[config.mk]
export PLATFORM = sky130hd
export DESIGN_NAME = rpg_lane
export DESIGN_NICKNAME = d
export VERILOG_FILES = /design/src/hw/rtl/rpg_pkg.sv /design/src/hw/rtl/rpg_lane.sv
export SDC_FILE = /design/constraint.sdc
export NUM_CORES = 1
export LEC_CHECK = 0
export CAP_MARGIN = 40
export CORE_AREA = 2 2 141 143
export CTS_CLUSTER_SIZE = 10
export DETAILED_ROUTE_END_ITERATION = 6
export DIE_AREA = 0 0 143 145
export DONT_BUFFER_PORTS = 1
export PLACE_DENSITY = 0.85
export SLEW_MARGIN = 10
export SYNTH_ARGS = -nofsm -noshare
export SYNTH_HDL_FRONTEND = slang
export SYNTH_SLANG_ARGS = --single-unit
[constraint.sdc]
create_clock -name clock -period 19.4 [get_ports clock]
set_clock_uncertainty 0.1 [all_clocks]
set_input_delay 1.94 -clock clock [delete_from_list [all_inputs] [get_ports clock]]
set_output_delay 1.94 -clock clock [all_outputs]
set_load 0.05 [all_outputs]
[src/hw/rtl/rpg_pkg.sv]
// rpg_pkg: shared types and constants of the rgb prewitt gradient magnitude core
// depends on nothing; used by rpg_lane, rgb_prewitt_gradient_magnitude_core and the testbench
`timescale 1ns / 1ps
`default_nettype none

package rpg_pkg;

   localparam int CHAN_W        = 8;
   localparam int NUM_IN_CHAN   = 3;
   localparam int PIX_W         = CHAN_W * NUM_IN_CHAN;
   localparam int OUT_COL_W     = 11;
   localparam int ROW_W         = 12;
   localparam int CFG_W         = 12;
   localparam int APB_ADDR_W    = 3;
   localparam int APB_DATA_W    = 32;
   localparam int ROOT_STEPS    = 8;
   localparam int ROOT_CNT_W    = $clog2(ROOT_STEPS);

   localparam int MAX_WIDTH_DEF = 2048;
   localparam int CHANNELS_DEF  = 3;

   localparam logic [CFG_W-1:0] FRAME_WIDTH_RST  = 12'd640;
   localparam logic [CFG_W-1:0] FRAME_HEIGHT_RST = 12'd480;
   localparam logic [CFG_W-1:0] MIN_DIM          = 12'd3;

   // register select taken from paddr[2]
   localparam logic REG_FRAME_WIDTH  = 1'b0;
   localparam logic REG_FRAME_HEIGHT = 1'b1;

   typedef struct packed {
      logic              frame_start;
      logic [CHAN_W-1:0] red_in;
      logic [CHAN_W-1:0] green_in;
      logic [CHAN_W-1:0] blue_in;
   } req_type;

   typedef struct packed {
      logic [OUT_COL_W-1:0] out_column;
      logic [ROW_W-1:0]     out_row;
      logic [CHAN_W-1:0]    red_edge;
      logic [CHAN_W-1:0]    green_edge;
      logic [CHAN_W-1:0]    blue_edge;
      logic                 frame_done;
   } rsp_type;

   typedef struct packed {
      logic calc;   // form gradients and squares
      logic sum;    // add squares, seed the root
      logic root;   // one root iteration
   } lane_ctrl_type;

   typedef struct packed {
      logic [CHAN_W-1:0] left_top;
      logic [CHAN_W-1:0] left_mid;
      logic [CHAN_W-1:0] left_bot;
      logic [CHAN_W-1:0] cen_top;
      logic [CHAN_W-1:0] cen_bot;
      logic [CHAN_W-1:0] right_top;
      logic [CHAN_W-1:0] right_mid;
      logic [CHAN_W-1:0] right_bot;
   } lane_win_type;

endpackage

`default_nettype wire

[src/hw/rtl/rpg_lane.sv]
// rpg_lane: prewitt gradients, squared magnitude and bit-serial square root of one channel
// depends on rpg_pkg
`timescale 1ns / 1ps
`default_nettype none

module rpg_lane (
   input  wire logic                       clock,
   input  wire rpg_pkg::lane_ctrl_type     ctrl,
   input  wire rpg_pkg::lane_win_type      win,
   output logic [rpg_pkg::CHAN_W-1:0]      mag
);

   localparam logic [15:0] ROOT_BIT_INIT = 16'h4000;

   logic [9:0]  right_sum, left_sum, up_sum, down_sum;
   logic [10:0] dx_diff, dy_diff;
   logic [9:0]  dx_abs, dy_abs;
   logic [19:0] sqx_ff, sqy_ff;
   logic [20:0] sq_sum;
   logic        sat_ff;
   logic [15:0] rem_ff, res_ff, bit_ff;
   logic [16:0] trial;

   assign right_sum = 10'(win.right_top) + 10'(win.right_mid) + 10'(win.right_bot);
   assign left_sum  = 10'(win.left_top) + 10'(win.left_mid) + 10'(win.left_bot);
   assign up_sum    = 10'(win.left_top) + 10'(win.cen_top) + 10'(win.right_top);
   assign down_sum  = 10'(win.left_bot) + 10'(win.cen_bot) + 10'(win.right_bot);

   assign dx_diff = {1'b0, right_sum} - {1'b0, left_sum};
   assign dy_diff = {1'b0, up_sum} - {1'b0, down_sum};
   assign dx_abs  = dx_diff[10] ? 10'(-dx_diff) : dx_diff[9:0];
   assign dy_abs  = dy_diff[10] ? 10'(-dy_diff) : dy_diff[9:0];

   assign sq_sum = 21'(sqx_ff) + 21'(sqy_ff);
   assign trial  = 17'(res_ff) + 17'(bit_ff);

   always_ff @(posedge clock) begin
      if (ctrl.calc) begin
         sqx_ff <= 20'(dx_abs) * 20'(dx_abs);
         sqy_ff <= 20'(dy_abs) * 20'(dy_abs);
      end
      if (ctrl.sum) begin
         // root of 2^16 or more saturates anyway
         sat_ff <= |sq_sum[20:16];
         rem_ff <= sq_sum[15:0];
         res_ff <= '0;
         bit_ff <= ROOT_BIT_INIT;
      end else if (ctrl.root) begin
         if (17'(rem_ff) >= trial) begin
            rem_ff <= 16'(17'(rem_ff) - trial);
            res_ff <= (res_ff >> 1) + bit_ff;
         end else begin
            res_ff <= res_ff >> 1;
         end
         bit_ff <= bit_ff >> 2;
      end
   end

   assign mag = sat_ff ? {rpg_pkg::CHAN_W{1'b1}} : res_ff[rpg_pkg::CHAN_W-1:0];

endmodule

`default_nettype wire

==> results.json, run 1 <==
{
  "layout-drive-gt1-share_pct": 4.97,
  "vias_per_cell": 5.82,
  "post-dp-hpwl_um": 23100,
  "cts.path.max_buffers": 2,
  "cts_buffers": 9,
  "crit_end": "sqy_ff[19]$_DFFE_PP_",
  "cts_tree": "yes",
  "route.detailed.drc": 0,
  "synth_edf_count": 55,
  "slew-limit-headroom_pct": 38.6,
  "nNetsFinal": 1843,
  "antenna_cells": 0,
  "wire_per_inst_um": 16.0,
  "fmax_mhz": 90.8,
  "synth_seq_cells": 79,
  "ant_nets": 0,
  "synthArstFlopShare_pct": 0,
  "die_height_um": 145,
  "num_rows": 51,
  "fin_crit_sh_pct": 56.8,
  "worst_path_max_delay_cell": "fa_1",
  "fin_setup_tns_ns": 0,
  "finalCriticalPeriod_ns": 11.02,
  "detail_route.first_pass.iterations": 5,
  "post-cts-setup-buffers": 0,
  "root_buffer": "clkbuf_16",
  "min_from": "res_ff[0]$_SDFFE_PP0P_",
  "synth_top_area_share_pct": 24.1,
  "insertion_delay_ns": 0.34,
  "cp-start-kind": "input pin",
  "hold_viol": 0,
  "rsz0062_at_grt": "false",
  "min-delay-path-class": "flop to flop",
  "portBuffers": 0,
  "io_pins": 76,
  "drv_cap": 0,
  "end_kind": "flop",
  "drt_iter0_drc": 488,
  "status": "complete, no violations",
  "report.final.setup_viol": 0,
  "crit_fanout": 8,
  "syn-cell-area_sq_um": 13200,
  "cts.sinks": 79,
  "layout_common_cells": "inv_1, ha_1, fa_1",
  "cp_data_required_time_ns": 19.38,
  "design.core.area_sq_um": 19200,
  "htree_num_levels": 3,
  "yosysSeqAreaShare_pct": 16.2,
  "crit_start": "win[33]",
  "fillers": 1386,
  "syn-num-nets": 1847,
  "tightest_slew_ns": 0.915,
  "critical_path_class": "input pin to flop",
  "post_cts_resized": 0,
  "synth_ff_type": "edfxtp_1",
  "synth_area_leaders": "fa_1, ha_1, edfxtp_1, inv_1, xnor2_1",
  "final_area_sq_um": 13700,
  "reg2reg_slack_ns": 14.06,
  "grt_usage_pct": 28.3,
  "synth_top_area_cell": "fa_1",
  "fp.dieArea_sq_um": 20700,
  "path_common_cell": "fa_1",
  "yosysUniqueCellTypes": 72,
  "grt_pass1_vias": 10460,
  "die_w_um": 143,
  "yosysWarnings": 0,
  "initial_utilization_pct": 68.5,
  "grt_pass1_wl_um": 47800,
  "critPathArrivalTime_ns": 11.00,
  "via_count": 9973,
  "path_clk_slew_ns": 0.06,
  "overflow": 0,
  "worst-r2r-cell-count": 16,
  "area_growth_pct": 4.35,
  "place_area_sq_um": 13400,
  "wl_um": 27500,
  "antenna_found_initial": 0,
  "ctsHoldBuffers": 0,
  "report.final.slew_viol_count": 0,
  "place_congestion": 0.911,
  "mostFrequentLayoutCell": "inv_1",
  "r2r_end": "res_ff[11]$_SDFFE_PP0P_",
  "syn_avg_cell_area_sq_um": 9.08,
  "syn_inst": 1448,
  "reg2reg_from": "res_ff[2]$_SDFFE_PP0P_",
  "slowest_delay_ns": 0.55,
  "grt_start_max_net_pins": 59
}
==> cell type report <==
cell class | count | area, sq um | area share [%]
repair buffers | 5 | 37.5 | 0.274
flip-flops and latches | 79 | 2130 | 15.5
clock inverters | 4 | 47.5 | 0.346
well taps | 265 | 332 | 2.42
multi-input cells | 1034 | 9760 | 71.1
inverters | 315 | 1180 | 8.62
clock buffers | 11 | 233 | 1.70
==> through the flow <==
step           utilization [%]  setup WS, ns  hold slack, ns  instances
6_report                  71.4          8.38           0.408       1713
5_1_grt                   71.4          7.70           0.441       1713
4_1_cts                   71.4          8.43           0.410       1713
3_5_place_dp              70.0          8.09           0.402       1698
3_3_place_gp              69.9          8.33           0.393       1696
2_1_floorplan                -          8.66           0.375       1448
==> worst max-delay path, delay by kind of cell <==
family,cells,cell delay [ns]
AOI/OAI and AO/OA,7,1.86
and+or+nand+nor,4,0.75
xor gates and xnor gates,3,0.74
adders and majority gates,11,5.14
buffers and inverters,8,0.55
==> per-layer routing <==
layer  GRT usage (%)  wire length, um  up-vias
met4            8.96              879        0
met5               0                0        -
met1            35.1            11200     4865
li1                -                -     4723
met2            49.5            13900      310
met3            5.28             1520       75
==> flip-flops by register name, summed over array words and instances, names as in the netlist <==
register and count:
sqy_ff 19, sat_ff 1, sqx_ff 19, res_ff 16, rem_ff 16, bit_ff 8
==> cells by family after synthesis <==
family / Yosys count / share of synthesized area, %
mux: 30 / 2.37
compound gates: 229 / 11.8
xor+xnor: 113 / 7.58
buf+inv: 335 / 9.58
flops: 79 / 16.2
fa+ha+maj: 331 / 40.5
simple gates: 331 / 12.0
==> cells in the mapped netlist, types with 20 or more instances <==
cell      number
inv_1        313
ha_1         173
fa_1         158
nor2_1       121
nand2_1       78
xnor2_1       66
a21oi_1       64
edfxtp_1      55
xor2_1        46
o21ai_0       36
dfxtp_1       24
or2_2         23
a21o_1        22
mux2i_1       21
nand3_1       20
==> worst min-delay path by stage <==
| stage | end | depth (start not counted) |
|---|---|---|
| CTS | res_ff[0]$_SDFFE_PP0P_ | 2 |
| detailed placement | res_ff[0]$_SDFFE_PP0P_ | 2 |
| global route | res_ff[0]$_SDFFE_PP0P_ | 2 |
| floorplan | res_ff[0]$_SDFFE_PP0P_ | 2 |
| global placement | res_ff[0]$_SDFFE_PP0P_ | 2 |
| finish | res_ff[0]$_SDFFE_PP0P_ | 2 |
Power of run 1 is left out: the tool's default activity adds up to more than one toggle a clock period on the data nets, which glitch-free logic cannot reach.
==> inputs of run 2 (changes only) <==
- CORE_AREA: 2 2 141 143 -> 2 2 150 152
- DIE_AREA: 0 0 143 145 -> 0 0 152 154
- PLACE_DENSITY: 0.85 -> 0.79
- clock period: 19.4 -> 9.8 ns (I/O delays scaled with it)
==> results.json, run 2 (synthesis gave the netlist of run 1 again) <==
{
  "cts_tree": "yes",
  "worst_path_max_delay_cell": "fa_1",
  "reg2reg_slack_ns": 4.62,
  "finalCriticalPeriod_ns": 9.36,
  "slowest_delay_ns": 0.55,
  "reg2reg_from": "res_ff[2]$_SDFFE_PP0P_",
  "ctsHoldBuffers": 0,
  "finalNonFillerCells": 1768,
  "cp_data_required_time_ns": 9.79,
  "worst-r2r-cell-count": 16,
  "detail_route.first_pass.iterations": 5,
  "crit_end": "sqx_ff[18]$_DFFE_PP_",
  "cts.sinks": 79,
  "drv_cap": 0,
  "antenna_cells": 0,
  "overflow": 0,
  "layout_setup_ws_ns": 0.441,
  "rsz0062_at_grt": "false",
  "place_area_sq_um": 13800,
  "fmax_mhz": 107,
  "final_util_pct": 65.0,
  "path_clk_slew_ns": 0.06,
  "cts.path.max_buffers": 2,
  "layout-drive-gt1-share_pct": 8.27,
  "final_area_sq_um": 14100,
  "report.final.setup_viol": 0,
  "crit_fanout": 4,
  "root_buffer": "clkbuf_16",
  "num_rows": 54,
  "post-dp-hpwl_um": 22800,
  "grt_usage_pct": 23.9,
  "wl_um": 26600,
  "critical_path_class": "input pin to flop",
  "hold_viol": 0,
  "grt_pass1_wl_um": 47100,
  "grt_start_max_net_pins": 59,
  "insertion_delay_ns": 0.34,
  "ant_nets": 0,
  "io_pins": 76,
  "route.detailed.drc": 0,
  "place_congestion": 0.888,
  "tightest_slew_ns": 0.935,
  "die_height_um": 154,
  "fp.dieArea_sq_um": 23400,
  "vias_per_cell": 5.59,
  "mostFrequentLayoutCell": "inv_1",
  "initial_utilization_pct": 60.6,
  "layout_common_cells": "inv_1, ha_1, fa_1",
  "min-delay-path-class": "flop to flop",
  "nNetsFinal": 1882,
  "report.final.slew_viol_count": 0,
  "die_w_um": 152,
  "drt_iter0_drc": 482,
  "htree_num_levels": 3,
  "fin_crit_sh_pct": 95.5,
  "reg_top3": "sqx_ff x19, sqy_ff x19",
  "crit_start": "win[9]",
  "end_kind": "flop",
  "portBuffers": 0,
  "area_growth_pct": 7.19,
  "dp_cells": 1752,
  "via_count": 9878,
  "slew-limit-headroom_pct": 37.3,
  "place_ws_ns": -0.0627,
  "grt_pass1_vias": 10550,
  "design.core.area_sq_um": 21700,
  "critPathArrivalTime_ns": 9.34,
  "antenna_found_initial": 0,
  "wire_per_inst_um": 15.1,
  "r2r_end": "rem_ff[10]$_DFFE_PP_",
  "cp-start-kind": "input pin",
  "status": "complete, no violations",
  "cts_buffers": 9
}
run 2: stage by stage:
| step | hold slack [ns] | setup TNS (ns) |
|---|---|---|
| 2_1_floorplan | 0.375 | 0 |
| 3_3_place_gp | 0.390 | 0 |
| 3_5_place_dp | 0.406 | -0.120 |
| 4_1_cts | 0.420 | 0 |
| 5_1_grt | 0.428 | 0 |
| 6_report | 0.413 | 0 |
run 2: metal layers:
layer  share of wire [%]  wire (um)  GRT usage [%]
met1                  42      11300           29.5
met2                  50      13400           43.3
met3                 4.5       1190           3.24
met4                 2.8        752           8.10
met5                   0          0              0
run 2: cell type report:
| cell class | instances | area [sq um] |
|---|---|---|
| inverters | 315 | 1180 |
| repair buffers | 44 | 330 |
| clock buffers | 9 | 225 |
| well taps | 280 | 350 |
| multi-input cells | 1034 | 9810 |
| clock inverters | 7 | 71.3 |
| fillers | 1739 | 7590 |
| flip-flops and latches | 79 | 2130 |
run 2: repair_timing:
item                       4_1_cts  5_1_grt
resized for setup                0        9
setup buffers                    0        0
setup endpoints to repair        0        8
run 2: how the worst min path moves through the flow:
stage / startpoint / to / slack [ns] / cells after the start
after global placement: res_ff[0]$_SDFFE_PP0P_ / res_ff[0]$_SDFFE_PP0P_ / 0.39 / 2
after detailed placement: res_ff[12]$_SDFFE_PP0P_ / res_ff[12]$_SDFFE_PP0P_ / 0.41 / 2
after global routing: res_ff[0]$_SDFFE_PP0P_ / res_ff[0]$_SDFFE_PP0P_ / 0.43 / 2
after floorplan: res_ff[0]$_SDFFE_PP0P_ / res_ff[0]$_SDFFE_PP0P_ / 0.37 / 2
after CTS: res_ff[0]$_SDFFE_PP0P_ / res_ff[0]$_SDFFE_PP0P_ / 0.42 / 2
final: res_ff[12]$_SDFFE_PP0P_ / res_ff[12]$_SDFFE_PP0P_ / 0.41 / 2
run 2: critical path: cells and delay by family:
family	cells	cell delay, ns
adder cells (fa/ha/maj)	11	5.02
AND/OR/NAND/NOR	7	1.26
AO/OA/AOI/OAI	5	1.01
XOR/XNOR	3	0.62
buffers and inverters	9	0.44
Power of run 2 is left out for the same reason.
==> inputs of run 3 (changes only) <==
- CELL_PAD_IN_SITES_DETAIL_PLACEMENT: unset -> 0
- CELL_PAD_IN_SITES_GLOBAL_PLACEMENT: unset -> 1
- CORE_AREA: 2 2 150 152 -> 2 2 171 173
- DIE_AREA: 0 0 152 154 -> 0 0 173 175
- PLACE_DENSITY: 0.79 -> unset
- PLACE_DENSITY_LB_ADDON: unset -> 0.1
==> results.json, run 3 (synthesis gave the netlist of run 1 again) <==
{
  "initial_utilization_pct": 46.3,
  "grt_pass1_vias": 9944,
  "post-dp-hpwl_um": 24600,
  "crit_fanout": 4,
  "cts_tree": "yes",
  "portBuffers": 0,
  "antenna_cells": 0,
  "layout_common_cells": "inv_1, ha_1, fa_1",
  "fp.dieArea_sq_um": 30300,
  "worst_path_max_delay_cell": "fa_1",
  "via_count": 9540,
  "layout-drive-gt1-share_pct": 8.00,
  "htree_num_levels": 3,
  "cts.path.max_buffers": 2,
  "fin_setup_tns_ns": 0,
  "grt_usage_pct": 20.1,
  "grtUsageMet2_pct": 34.9,
  "grt_start_max_net_pins": 59,
  "route.detailed.drc": 0,
  "reg_top3": "sqx_ff x19, sqy_ff x19",
  "nNetsFinal": 1881,
  "slew-limit-headroom_pct": 51.3,
  "place_congestion": 0.885,
  "slowest_delay_ns": 0.55,
  "ctsHoldBuffers": 0,
  "crit_family": "adder cells",
  "num_rows": 62,
  "area_growth_pct": 8.06,
  "io_pins": 76,
  "end_kind": "flop",
  "tightest_slew_ns": 0.729,
  "path_clk_slew_ns": 0.06,
  "die_height_um": 175,
  "finalNonFillerCells": 1871,
  "fmax_mhz": 107,
  "design.core.area_sq_um": 28400,
  "wire_per_inst_um": 15.3,
  "overflow": 0,
  "report.final.setup_viol": 0,
  "ant_nets": 0,
  "place_ws_ns": -0.0217,
  "critPathArrivalTime_ns": 9.37,
  "cp_data_required_time_ns": 9.80,
  "dp_cells": 1855,
  "busiest_layer": "met2",
  "drt_iter0_drc": 397,
  "status": "complete, no violations",
  "insertion_delay_ns": 0.34,
  "mostFrequentLayoutCell": "inv_1",
  "grt.met1_usage_pct": 26.6,
  "critPathBufInv": 9,
  "reg2reg_slack_ns": 4.41,
  "root_buffer": "clkbuf_16",
  "rsz0062_at_grt": "false",
  "fin_crit_sh_pct": 95.6,
  "final_area_sq_um": 14200,
  "finalCriticalPeriod_ns": 9.37,
  "die_w_um": 173,
  "cts.sinks": 79,
  "cts_buffers": 9,
  "hold_viol": 0,
  "cp-start-kind": "input pin",
  "report.final.slew_viol_count": 0,
  "layout_setup_ws_ns": 0.430,
  "critical_path_class": "input pin to flop",
  "place_area_sq_um": 13900,
  "wl_um": 28600,
  "drv_cap": 0,
  "vias_per_cell": 5.10,
  "grt_use_met3_pct": 3.31,
  "grt_pass1_wl_um": 49200,
  "min-delay-path-class": "flop to flop",
  "detail_route.first_pass.iterations": 5,
  "antenna_found_initial": 0
}
run 3: cell types whose count changed in the layout (fill, tap and decap cells not counted), moves of 2 or more:
cell	previous run	this run
clkbuf_1	0	2
clkinv_2	2	0
o31ai_2	2	0
xnor2_1	66	64
xnor2_2	0	2
run 3: cell type report:
type | count | area [sq um]
Clock buffer | 11 | 233
Clock inverter | 5 | 42.5
Fill cell | 2823 | 14200
Inverter | 315 | 1180
Multi-Input combinational cell | 1034 | 9820
Sequential cell | 79 | 2130
Tap cell | 384 | 480
Timing Repair Buffer | 43 | 323
run 3: worst reg2reg max path, delay by kind of cell (launching register included):
kind,cells,cell delay (ns)
compound gates,6,1.80
simple gates,6,1.64
fa+ha+maj,2,0.71
flops,1,0.44
buf+inv,1,0.29
xor+xnor,1,0.09
run 3: through the flow:
step / util [%] / hold WS, ns
2_1_floorplan: - / 0.375
3_3_place_gp: 48.9 / 0.398
3_5_place_dp: 48.9 / 0.416
4_1_cts: 49.8 / 0.424
5_1_grt: 50.1 / 0.447
6_report: 50.1 / 0.418
run 3: layer usage:
| metal | vias to the layer above | part of all wire [%] |
|---|---|---|
| met5 | - | 0 |
| met4 | 0 | 1.2 |
| met3 | 22 | 3.4 |
| met2 | 101 | 48 |
| met1 | 4626 | 47 |
| li1 | 4791 | - |
run 3: worst paths after layout:
path                                from  cells past startpoint                     end
setup / recovery                 win[17]                     35    sqx_ff[18]$_DFFE_PP_
hold / removal    res_ff[0]$_SDFFE_PP0P_                      2  res_ff[0]$_SDFFE_PP0P_
setup reg to reg  res_ff[2]$_SDFFE_PP0P_                     16    rem_ff[12]$_DFFE_PP_
hold reg to reg   res_ff[0]$_SDFFE_PP0P_                      2  res_ff[0]$_SDFFE_PP0P_
run 3: what timing repair did:
item / CTS / global route
endpoints found under the hold margin: 0 / 0
endpoints found under the setup margin: 0 / 8
resized for setup: 0 / 9
buffers inserted: 0 / 0
Power of run 3 is left out for the same reason.
